==> config.mk <==
export PLATFORM = sky130hd
export DESIGN_NAME = adv_hid_service_scanner_core
export DESIGN_NICKNAME = d
export VERILOG_FILES = /design/src/sv/ahs_pkg.sv /design/src/sv/ahs_in_reg.sv /design/src/sv/ahs_parser.sv /design/src/sv/ahs_out_reg.sv /design/src/sv/adv_hid_service_scanner_core.sv
export SDC_FILE = /design/constraint.sdc
export NUM_CORES = 1
export LEC_CHECK = 0
export BUFFER_PORTS_ARGS = -buffer_cell sky130_fd_sc_hd__buf_4
export CAP_MARGIN = 25
export CORE_MARGIN = 2
export CORE_UTILIZATION = 30
export CTS_CLUSTER_DIAMETER = 100
export CTS_CLUSTER_SIZE = 30
export DETAILED_ROUTE_END_ITERATION = 8
export PLACE_DENSITY = 0.54
export SYNTH_ARGS = -nofsm -noshare
export SYNTH_HDL_FRONTEND = slang
export SYNTH_HIERARCHICAL = 1
export SYNTH_SLANG_ARGS = --single-unit
==> constraint.sdc <==
create_clock -name i_clk -period 2.33 [get_ports i_clk]
set_clock_uncertainty 0.2 [all_clocks]
set_input_delay 0.3495 -clock i_clk [delete_from_list [all_inputs] [get_ports i_clk]]
set_output_delay 0.3495 -clock i_clk [all_outputs]
set_load 0.01 [all_outputs]
==> src/sv/ahs_pkg.sv <==
// ----------------------------------------------------------------------------
// ahs_pkg
// Shared types and constants for the advertising data service UUID scanner.
// ----------------------------------------------------------------------------
package ahs_pkg;

    localparam int unsigned BYTE_W = 8;
    localparam int unsigned UUID_W = 16;

    // Human interface device service UUID
    localparam logic [UUID_W-1:0] UUID_RESET = 16'h1812;

    // One advertising data byte as it moves from the input register to the parser
    typedef struct packed {
        logic [BYTE_W-1:0] data;
        logic              last;
    } t_byte_item;

endpackage

==> src/sv/ahs_in_reg.sv <==
// ----------------------------------------------------------------------------
// ahs_in_reg
// Input register: captures one byte transfer and holds it until the parser
// takes it.
// ----------------------------------------------------------------------------
module ahs_in_reg (
    input  logic               i_clk,
    input  logic               i_rst_n,
    input  logic               i_valid,
    input  ahs_pkg::t_byte_item i_item,
    output logic               o_stall,
    input  logic               i_take,
    output logic               o_valid,
    output ahs_pkg::t_byte_item o_item
);
    import ahs_pkg::*;

    logic       r_valid;
    logic       n_valid;
    t_byte_item r_item;
    logic       accept;

    assign o_stall = r_valid && !i_take;
    assign accept  = i_valid && !o_stall;

    always_comb begin
        n_valid = r_valid;
        if (accept) begin
            n_valid = 1'b1;
        end else if (i_take) begin
            n_valid = 1'b0;
        end
    end

    always_ff @(posedge i_clk) begin
        if (!i_rst_n) begin
            r_valid <= 1'b0;
        end else begin
            r_valid <= n_valid;
        end
    end

    always_ff @(posedge i_clk) begin
        if (accept) begin
            r_item <= i_item;
        end
    end

    assign o_valid = r_valid;
    assign o_item  = r_item;

endmodule

==> src/sv/ahs_parser.sv <==
// ----------------------------------------------------------------------------
// ahs_parser
// Length-type-data walker: tracks structure boundaries, assembles UUID
// pairs and keeps the sticky found flag.
// ----------------------------------------------------------------------------
module ahs_parser (
    input  logic                        i_clk,
    input  logic                        i_rst_n,
    input  logic                        i_step,
    input  ahs_pkg::t_byte_item         i_item,
    input  logic [ahs_pkg::UUID_W-1:0]  i_target,
    output logic                        o_result_valid,
    output logic                        o_hid_found
);
    import ahs_pkg::*;

    localparam logic [1:0] PH_LEN  = 2'd0;
    localparam logic [1:0] PH_TYPE = 2'd1;
    localparam logic [1:0] PH_DATA = 2'd2;

    localparam logic [BYTE_W-1:0] TYPE_U16_INCOMPLETE = 8'h02;
    localparam logic [BYTE_W-1:0] TYPE_U16_COMPLETE   = 8'h03;
    localparam logic [BYTE_W-1:0] TYPE_U128_COMPLETE  = 8'h07;

    localparam logic [3:0] U128_UUID_LO = 4'd12;
    localparam logic [3:0] U128_UUID_HI = 4'd13;
    localparam logic [3:0] U128_END     = 4'd15;

    logic [1:0]        r_phase,   n_phase;
    logic [BYTE_W-1:0] r_left,    n_left;
    logic [BYTE_W-1:0] r_type,    n_type;
    logic [3:0]        r_pos,     n_pos;
    logic [BYTE_W-1:0] r_low,     n_low;
    logic              r_pending, n_pending;
    logic              r_found,   n_found;

    logic              pair_hit;
    logic [BYTE_W-1:0] left_dec;

    assign pair_hit = ({i_item.data, r_low} == i_target);
    assign left_dec = r_left - 8'd1;

    always_comb begin
        n_phase   = r_phase;
        n_left    = r_left;
        n_type    = r_type;
        n_pos     = r_pos;
        n_low     = r_low;
        n_pending = r_pending;
        n_found   = r_found;

        unique case (r_phase)
            PH_TYPE: begin
                n_type    = i_item.data;
                n_left    = left_dec;
                n_pos     = 4'd0;
                n_pending = 1'b0;
                n_phase   = (left_dec != 8'd0) ? PH_DATA : PH_LEN;
            end
            PH_DATA: begin
                if (r_type == TYPE_U16_INCOMPLETE || r_type == TYPE_U16_COMPLETE) begin
                    if (r_pos == 4'd0) begin
                        n_low = i_item.data;
                        n_pos = 4'd1;
                    end else begin
                        if (pair_hit) begin
                            n_found = 1'b1;
                        end
                        n_pos = 4'd0;
                    end
                end else if (r_type == TYPE_U128_COMPLETE) begin
                    if (r_pos == 4'd0) begin
                        n_pending = 1'b0;
                    end
                    if (r_pos == U128_UUID_LO) begin
                        n_low = i_item.data;
                    end else if (r_pos == U128_UUID_HI) begin
                        n_pending = pair_hit;
                    end else if (r_pos == U128_END) begin
                        // entry complete: a held match now counts
                        if (r_pending) begin
                            n_found = 1'b1;
                        end
                        n_pending = 1'b0;
                    end
                    n_pos = r_pos + 4'd1;
                end
                n_left = left_dec;
                if (left_dec == 8'd0) begin
                    n_phase = PH_LEN;
                end
            end
            default: begin
                // zero length byte is skipped
                if (i_item.data != 8'd0) begin
                    n_left  = i_item.data;
                    n_phase = PH_TYPE;
                end else begin
                    n_phase = PH_LEN;
                end
            end
        endcase
    end

    always_ff @(posedge i_clk) begin
        if (!i_rst_n) begin
            r_phase   <= PH_LEN;
            r_left    <= '0;
            r_type    <= '0;
            r_pos     <= '0;
            r_low     <= '0;
            r_pending <= 1'b0;
            r_found   <= 1'b0;
        end else if (i_step) begin
            if (i_item.last) begin
                // end of data: start the next frame from scratch
                r_phase   <= PH_LEN;
                r_left    <= '0;
                r_type    <= '0;
                r_pos     <= '0;
                r_low     <= '0;
                r_pending <= 1'b0;
                r_found   <= 1'b0;
            end else begin
                r_phase   <= n_phase;
                r_left    <= n_left;
                r_type    <= n_type;
                r_pos     <= n_pos;
                r_low     <= n_low;
                r_pending <= n_pending;
                r_found   <= n_found;
            end
        end
    end

    assign o_result_valid = i_step && i_item.last;
    assign o_hid_found    = n_found;

`ifndef NO_ASSERTIONS
    a_clear_after_last: assert property (@(posedge i_clk) disable iff (!i_rst_n)
        (i_step && i_item.last) |=> (r_phase == PH_LEN && !r_found && !r_pending))
        else $error("parser state not cleared after final byte");

    a_pending_only_u128: assert property (@(posedge i_clk) disable iff (!i_rst_n)
        r_pending |-> (r_type == TYPE_U128_COMPLETE))
        else $error("pending match outside a 128-bit list");

    a_u16_pos_range: assert property (@(posedge i_clk) disable iff (!i_rst_n)
        (r_phase == PH_DATA &&
         (r_type == TYPE_U16_INCOMPLETE || r_type == TYPE_U16_COMPLETE)) |-> (r_pos <= 4'd1))
        else $error("pair position out of range in 16-bit list");

    a_found_sticky: assert property (@(posedge i_clk) disable iff (!i_rst_n)
        (r_found && !(i_step && i_item.last)) |=> r_found)
        else $error("found flag dropped inside a frame");
`endif

endmodule

==> src/sv/ahs_out_reg.sv <==
// ----------------------------------------------------------------------------
// ahs_out_reg
// Result register: holds the found flag until the receiver takes it.
// ----------------------------------------------------------------------------
module ahs_out_reg (
    input  logic i_clk,
    input  logic i_rst_n,
    input  logic i_load,
    input  logic i_hid_found,
    output logic o_free,
    output logic o_valid,
    output logic o_hid_found,
    input  logic i_stall
);
    logic r_valid;
    logic n_valid;
    logic r_hid_found;

    assign o_free = !r_valid || !i_stall;

    always_comb begin
        n_valid = r_valid;
        if (i_load) begin
            n_valid = 1'b1;
        end else if (!i_stall) begin
            n_valid = 1'b0;
        end
    end

    always_ff @(posedge i_clk) begin
        if (!i_rst_n) begin
            r_valid <= 1'b0;
        end else begin
            r_valid <= n_valid;
        end
    end

    always_ff @(posedge i_clk) begin
        if (i_load) begin
            r_hid_found <= i_hid_found;
        end
    end

    assign o_valid     = r_valid;
    assign o_hid_found = r_hid_found;

endmodule

==> src/sv/adv_hid_service_scanner_core.sv <==
// ----------------------------------------------------------------------------
// adv_hid_service_scanner_core
// Scans advertising data bytes for a 16-bit service UUID.
// ----------------------------------------------------------------------------
// Input channel: one advertising data byte per transfer (i_in_valid high,
// o_in_stall low), with i_last marking the final byte of the data.
// Output channel: one transfer per frame, at the final byte, carrying
// o_hid_found; taken when o_out_valid is high and i_out_stall is low.
// Config channel: i_cfg_target_uuid is written when i_cfg_valid and
// o_cfg_ready are high; write only while no frame is in flight.
// Throughput: one byte per cycle while no final byte waits on a full result
// register. The final byte passes through the input register, then the result
// register loads its found flag, from which the result transfer is taken.
// The parser state update is one pass of small logic per byte.
// Reset: target UUID returns to 0x1812, parsing restarts at a length byte,
// no result is pending.
// Receiver stall: a held result blocks only the next final byte; other bytes
// keep flowing through the parser.
// ----------------------------------------------------------------------------
module adv_hid_service_scanner_core (
    input  logic                       i_clk,
    input  logic                       i_rst_n,
    input  logic                       i_in_valid,
    output logic                       o_in_stall,
    input  logic [ahs_pkg::BYTE_W-1:0] i_data_byte,
    input  logic                       i_last,
    output logic                       o_out_valid,
    input  logic                       i_out_stall,
    output logic                       o_hid_found,
    input  logic                       i_cfg_valid,
    output logic                       o_cfg_ready,
    input  logic [ahs_pkg::UUID_W-1:0] i_cfg_target_uuid
);
    import ahs_pkg::*;

    logic [UUID_W-1:0] r_target;
    t_byte_item        in_item;
    t_byte_item        held_item;
    logic              held_valid;
    logic              out_free;
    logic              advance;
    logic              step;
    logic              result_valid;
    logic              result_found;

    assign o_cfg_ready = 1'b1;

    always_ff @(posedge i_clk) begin
        if (!i_rst_n) begin
            r_target <= UUID_RESET;
        end else if (i_cfg_valid) begin
            r_target <= i_cfg_target_uuid;
        end
    end

    assign in_item.data = i_data_byte;
    assign in_item.last = i_last;

    // a final byte waits only while the result register is full and stalled
    assign advance = out_free || !held_item.last;
    assign step    = held_valid && advance;

    ahs_in_reg u_in_reg (
        .i_clk   (i_clk),
        .i_rst_n (i_rst_n),
        .i_valid (i_in_valid),
        .i_item  (in_item),
        .o_stall (o_in_stall),
        .i_take  (advance),
        .o_valid (held_valid),
        .o_item  (held_item)
    );

    ahs_parser u_parser (
        .i_clk          (i_clk),
        .i_rst_n        (i_rst_n),
        .i_step         (step),
        .i_item         (held_item),
        .i_target       (r_target),
        .o_result_valid (result_valid),
        .o_hid_found    (result_found)
    );

    ahs_out_reg u_out_reg (
        .i_clk       (i_clk),
        .i_rst_n     (i_rst_n),
        .i_load      (result_valid),
        .i_hid_found (result_found),
        .o_free      (out_free),
        .o_valid     (o_out_valid),
        .o_hid_found (o_hid_found),
        .i_stall     (i_out_stall)
    );

endmodule

==> flow_summary.json <==
{
  "outcome": "finished, final reports clean",
  "r2r-start": "u_parser/r_type[3]",
  "first_pass_iters": 4,
  "drive_above_1_share": 0.207,
  "clockBufferDepth": 2,
  "die_h_um": 105,
  "fmax_mhz": 453,
  "cp.buffers_inverters": 0,
  "fin_crit_ns": 2.21,
  "finalSetupViolations": 0,
  "tns_ns": 0,
  "clock-sinks": 60,
  "grt_pass1_vias": 2475,
  "routedWlPerCell_um": 13.9,
  "timing.rr.end": "u_parser/r_low[0]",
  "fillers": 1009,
  "cp_max_fo": 8,
  "rows": 37,
  "async_flop_share": 0,
  "timing.hold.worst.start": "i_in_valid",
  "drt-initial-drc-count": 146,
  "detail-route-antenna-nets": 0,
  "clk_pin_slew_ns": 0.07,
  "report.final.slew_viol_count": 0,
  "crit_chain": "or4b_4 -> or3_4 -> o21ai_4 -> mux2i_1 -> nor2_1",
  "slowest_delay_ns": 0.56,
  "drc": 0,
  "synth_area_per_cell_um2": 9.54,
  "synth_cells": 324,
  "hold_viol_final": 0,
  "cp-end-kind": "flip-flop",
  "cts_tree": "built",
  "required_ns": 2.35,
  "vias": 2503,
  "start_util": 0.305,
  "holdPathStages": 2,
  "ff2ff_setup_slack_ns": 0.12,
  "holdPathEnd": "u_in_reg/o_valid",
  "synth.cell_area_um2": 3090,
  "crit_path_top_delay_cell": "or4b_4",
  "grt.total_usage": 0.139,
  "fp.dieW_um": 105,
  "n_antenna_cell": 0,
  "cts_made_buffers": 9,
  "cts_root_buf": "clkbuf_8",
  "ys_warn_count": 6,
  "core_region_area_um2": 10100,
  "antenna_found_initial": 0,
  "multiInputGateArea_um2": 1690,
  "routed_wl_um": 7260,
  "leakage_nw": 1.51,
  "synth_edf_count": 10,
  "postCtsSetupRepairBufs": 0,
  "io_buffers": 32,
  "viasPerCell": 4.79,
  "grt_max_degree": 31,
  "ff2ff_path_depth": 5,
  "final_nets": 419,
  "power_density_nw_per_um2": 666,
  "worst_hold_path_type": "input port to flip-flop",
  "dieArea_um2": 11100,
  "grt_pass1_wl_um": 12200,
  "slew-limit-headroom": 0.635,
  "maxCapViolCount": 0,
  "worstMarginPinSlew_ns": 0.543,
  "seq_area_um2": 1300,
  "dp_hpwl_um": 5310,
  "crit_family": "simple AND/OR/NAND/NOR gates",
  "rsz0062_at_grt": "false",
  "seq_area_frac_synth": 0.421,
  "syn_to_final_growth_pct": 26.5,
  "h-tree-depth": 3,
  "ys_ff_latch": 60,
  "period_share": 0.947,
  "grt_remaining_overflow": 0,
  "critPathArrivalTime_ns": 2.23,
  "clock_latency_ns": 0.34,
  "hold_slack_ns": 0.0195,
  "synth.distinct_cells": 65,
  "syn-num-nets": 361,
  "start_kind": "flip-flop",
  "critPathKind": "flip-flop to flip-flop",
  "boundaryPins": 34,
  "gp_congestion": 0.815,
  "synthFlopType": "dfxtp_1",
  "vdd.ir_drop.worst_mv": 0.336
}
-- routing by layer --
layer	up-vias	global-route usage	wire length, um
met3	15	0.0272	274
met4	0	0.0686	167
met5	-	0	0
met1	1164	0.180	3420
met2	50	0.221	3390
li1	1274	-	-
-- what timing repair did --
action / CTS / global route
hold endpoints to repair: 9 / 0
hold buffers: 9 / 0
resized for setup: 0 / 4
setup endpoints to repair: 0 / 3
-- cell type report --
cell class              instances  share of cell area
clock buffers                   9              0.0317
clock inverters                 7              0.0294
inverters                      10             0.00960
multi-input cells             241               0.431
flip-flops and latches         60               0.333
well taps                     136              0.0435
repair buffers                 60               0.121
-- cells in the mapped netlist, types with 2 or more instances --
| cell | n | area [um2] |
|---|---|---|
| a21oi_1 | 10 | 50.1 |
| a22oi_1 | 8 | 60.1 |
| a32o_1 | 2 | 20.0 |
| and3b_1 | 3 | 26.3 |
| buf_1 | 2 | 7.51 |
| clkbuf_1 | 7 | 26.3 |
| dfxtp_1 | 50 | 1000 |
| edfxtp_1 | 10 | 300 |
| ha_1 | 7 | 87.6 |
| inv_1 | 10 | 37.5 |
| mux2i_1 | 26 | 260 |
| nand2_1 | 21 | 78.8 |
| nand2b_1 | 5 | 31.3 |
| nand3_1 | 6 | 30.0 |
| nand4_1 | 5 | 31.3 |
| nor2_1 | 32 | 120 |
| nor2b_1 | 25 | 156 |
| nor3_1 | 9 | 45.0 |
| nor3b_1 | 3 | 22.5 |
| nor4_1 | 4 | 25.0 |
| o211ai_1 | 2 | 15.0 |
| o21a_1 | 2 | 15.0 |
| o21ai_0 | 11 | 55.1 |
| or3_1 | 2 | 12.5 |
| or4_1 | 3 | 22.5 |
| xnor2_1 | 20 | 175 |
-- kinds of logic after synthesis --
kind of cell	share of synthesized area
AO/OA/AOI/OAI	0.131
buffers and inverters	0.0373
adder cells (fa/ha/maj)	0.0283
XOR/XNOR	0.0595
AND/OR/NAND/NOR	0.234
multiplexers	0.0879
flip-flops	0.421
other	0.00121
-- through the flow --
step                worst slack, ns  area [um2]  total power [mW]  std cells  utilization
detailed placement           0.0518        3570              1.47        498        0.352
global route                 0.0205        3910              2.73        523        0.386
floorplan                     0.184        3090              1.35        324            -
global placement             0.0266        3570              1.47        498        0.352
CTS                          0.0340        3890              2.62        523        0.384
finish                        0.123        3910              2.60        523        0.386
-- cell usage in the layout, fill, tap and decap left out, types with 2 or more instances in the layout --
| master | Yosys | routed |
|---|---|---|
| o211ai_1 | 2 | 2 |
| nand4_1 | 5 | 5 |
| nor3_1 | 9 | 9 |
| and3b_1 | 3 | 3 |
| dlygate4sd3_1 | 0 | 9 |
| nor4_1 | 4 | 4 |
| clkbuf_8 | 0 | 9 |
| dfxtp_1 | 50 | 49 |
| bufinv_16 | 0 | 3 |
| buf_4 | 1 | 51 |
| nor2b_1 | 25 | 25 |
| inv_1 | 10 | 10 |
| or4_1 | 3 | 2 |
| nand3_1 | 6 | 6 |
| nand2_1 | 21 | 21 |
| nor2_1 | 32 | 32 |
| ha_1 | 7 | 6 |
| nand2b_1 | 5 | 5 |
| mux2i_1 | 26 | 26 |
| xnor2_1 | 20 | 20 |
| o21a_1 | 2 | 2 |
| a22oi_1 | 8 | 8 |
| a32o_1 | 2 | 2 |
| a21oi_1 | 10 | 10 |
| edfxtp_1 | 10 | 10 |
| nor3b_1 | 3 | 3 |
| o21ai_0 | 11 | 11 |
| or3_1 | 2 | 2 |
-- how the worst max path moves through the flow --
stage / start / to / slack, ns / depth (start not counted)
floorplan: u_parser/r_left[0] / u_parser/r_phase[0] / 0.18 / 7
global placement: u_parser/r_left[1] / u_parser/r_phase[0] / 0.03 / 7
detailed placement: u_parser/r_left[1] / u_parser/r_phase[0] / 0.05 / 7
CTS: u_parser/r_left[1] / u_parser/r_phase[0] / 0.03 / 7
global route: u_parser/r_type[3] / u_parser/r_low[0] / 0.02 / 5
finish: u_parser/r_type[3] / u_parser/r_low[0] / 0.12 / 5
-- power breakdown --
part	internal (mW)	leakage, nW	switching (mW)
logic	0.170	0.889	0.167
registers	1.09	0.506	0.0299
clock network	0.707	0.117	0.438
total	1.97	1.51	0.634
-- sequential cells by signal (all words and copies together), names as in the netlist --
signal                 count
u_parser/r_pending         1
u_out_reg/o_hid_found      1
u_parser/r_type            8
u_parser/r_low             8
u_parser/r_left            8
r_target                  16
u_out_reg/o_valid          1
u_parser/r_found           1
u_parser/r_phase           2
u_in_reg/o_item            9
u_parser/r_pos             4
u_in_reg/o_valid           1
Note: power is estimated with default switching activity, not from simulation.
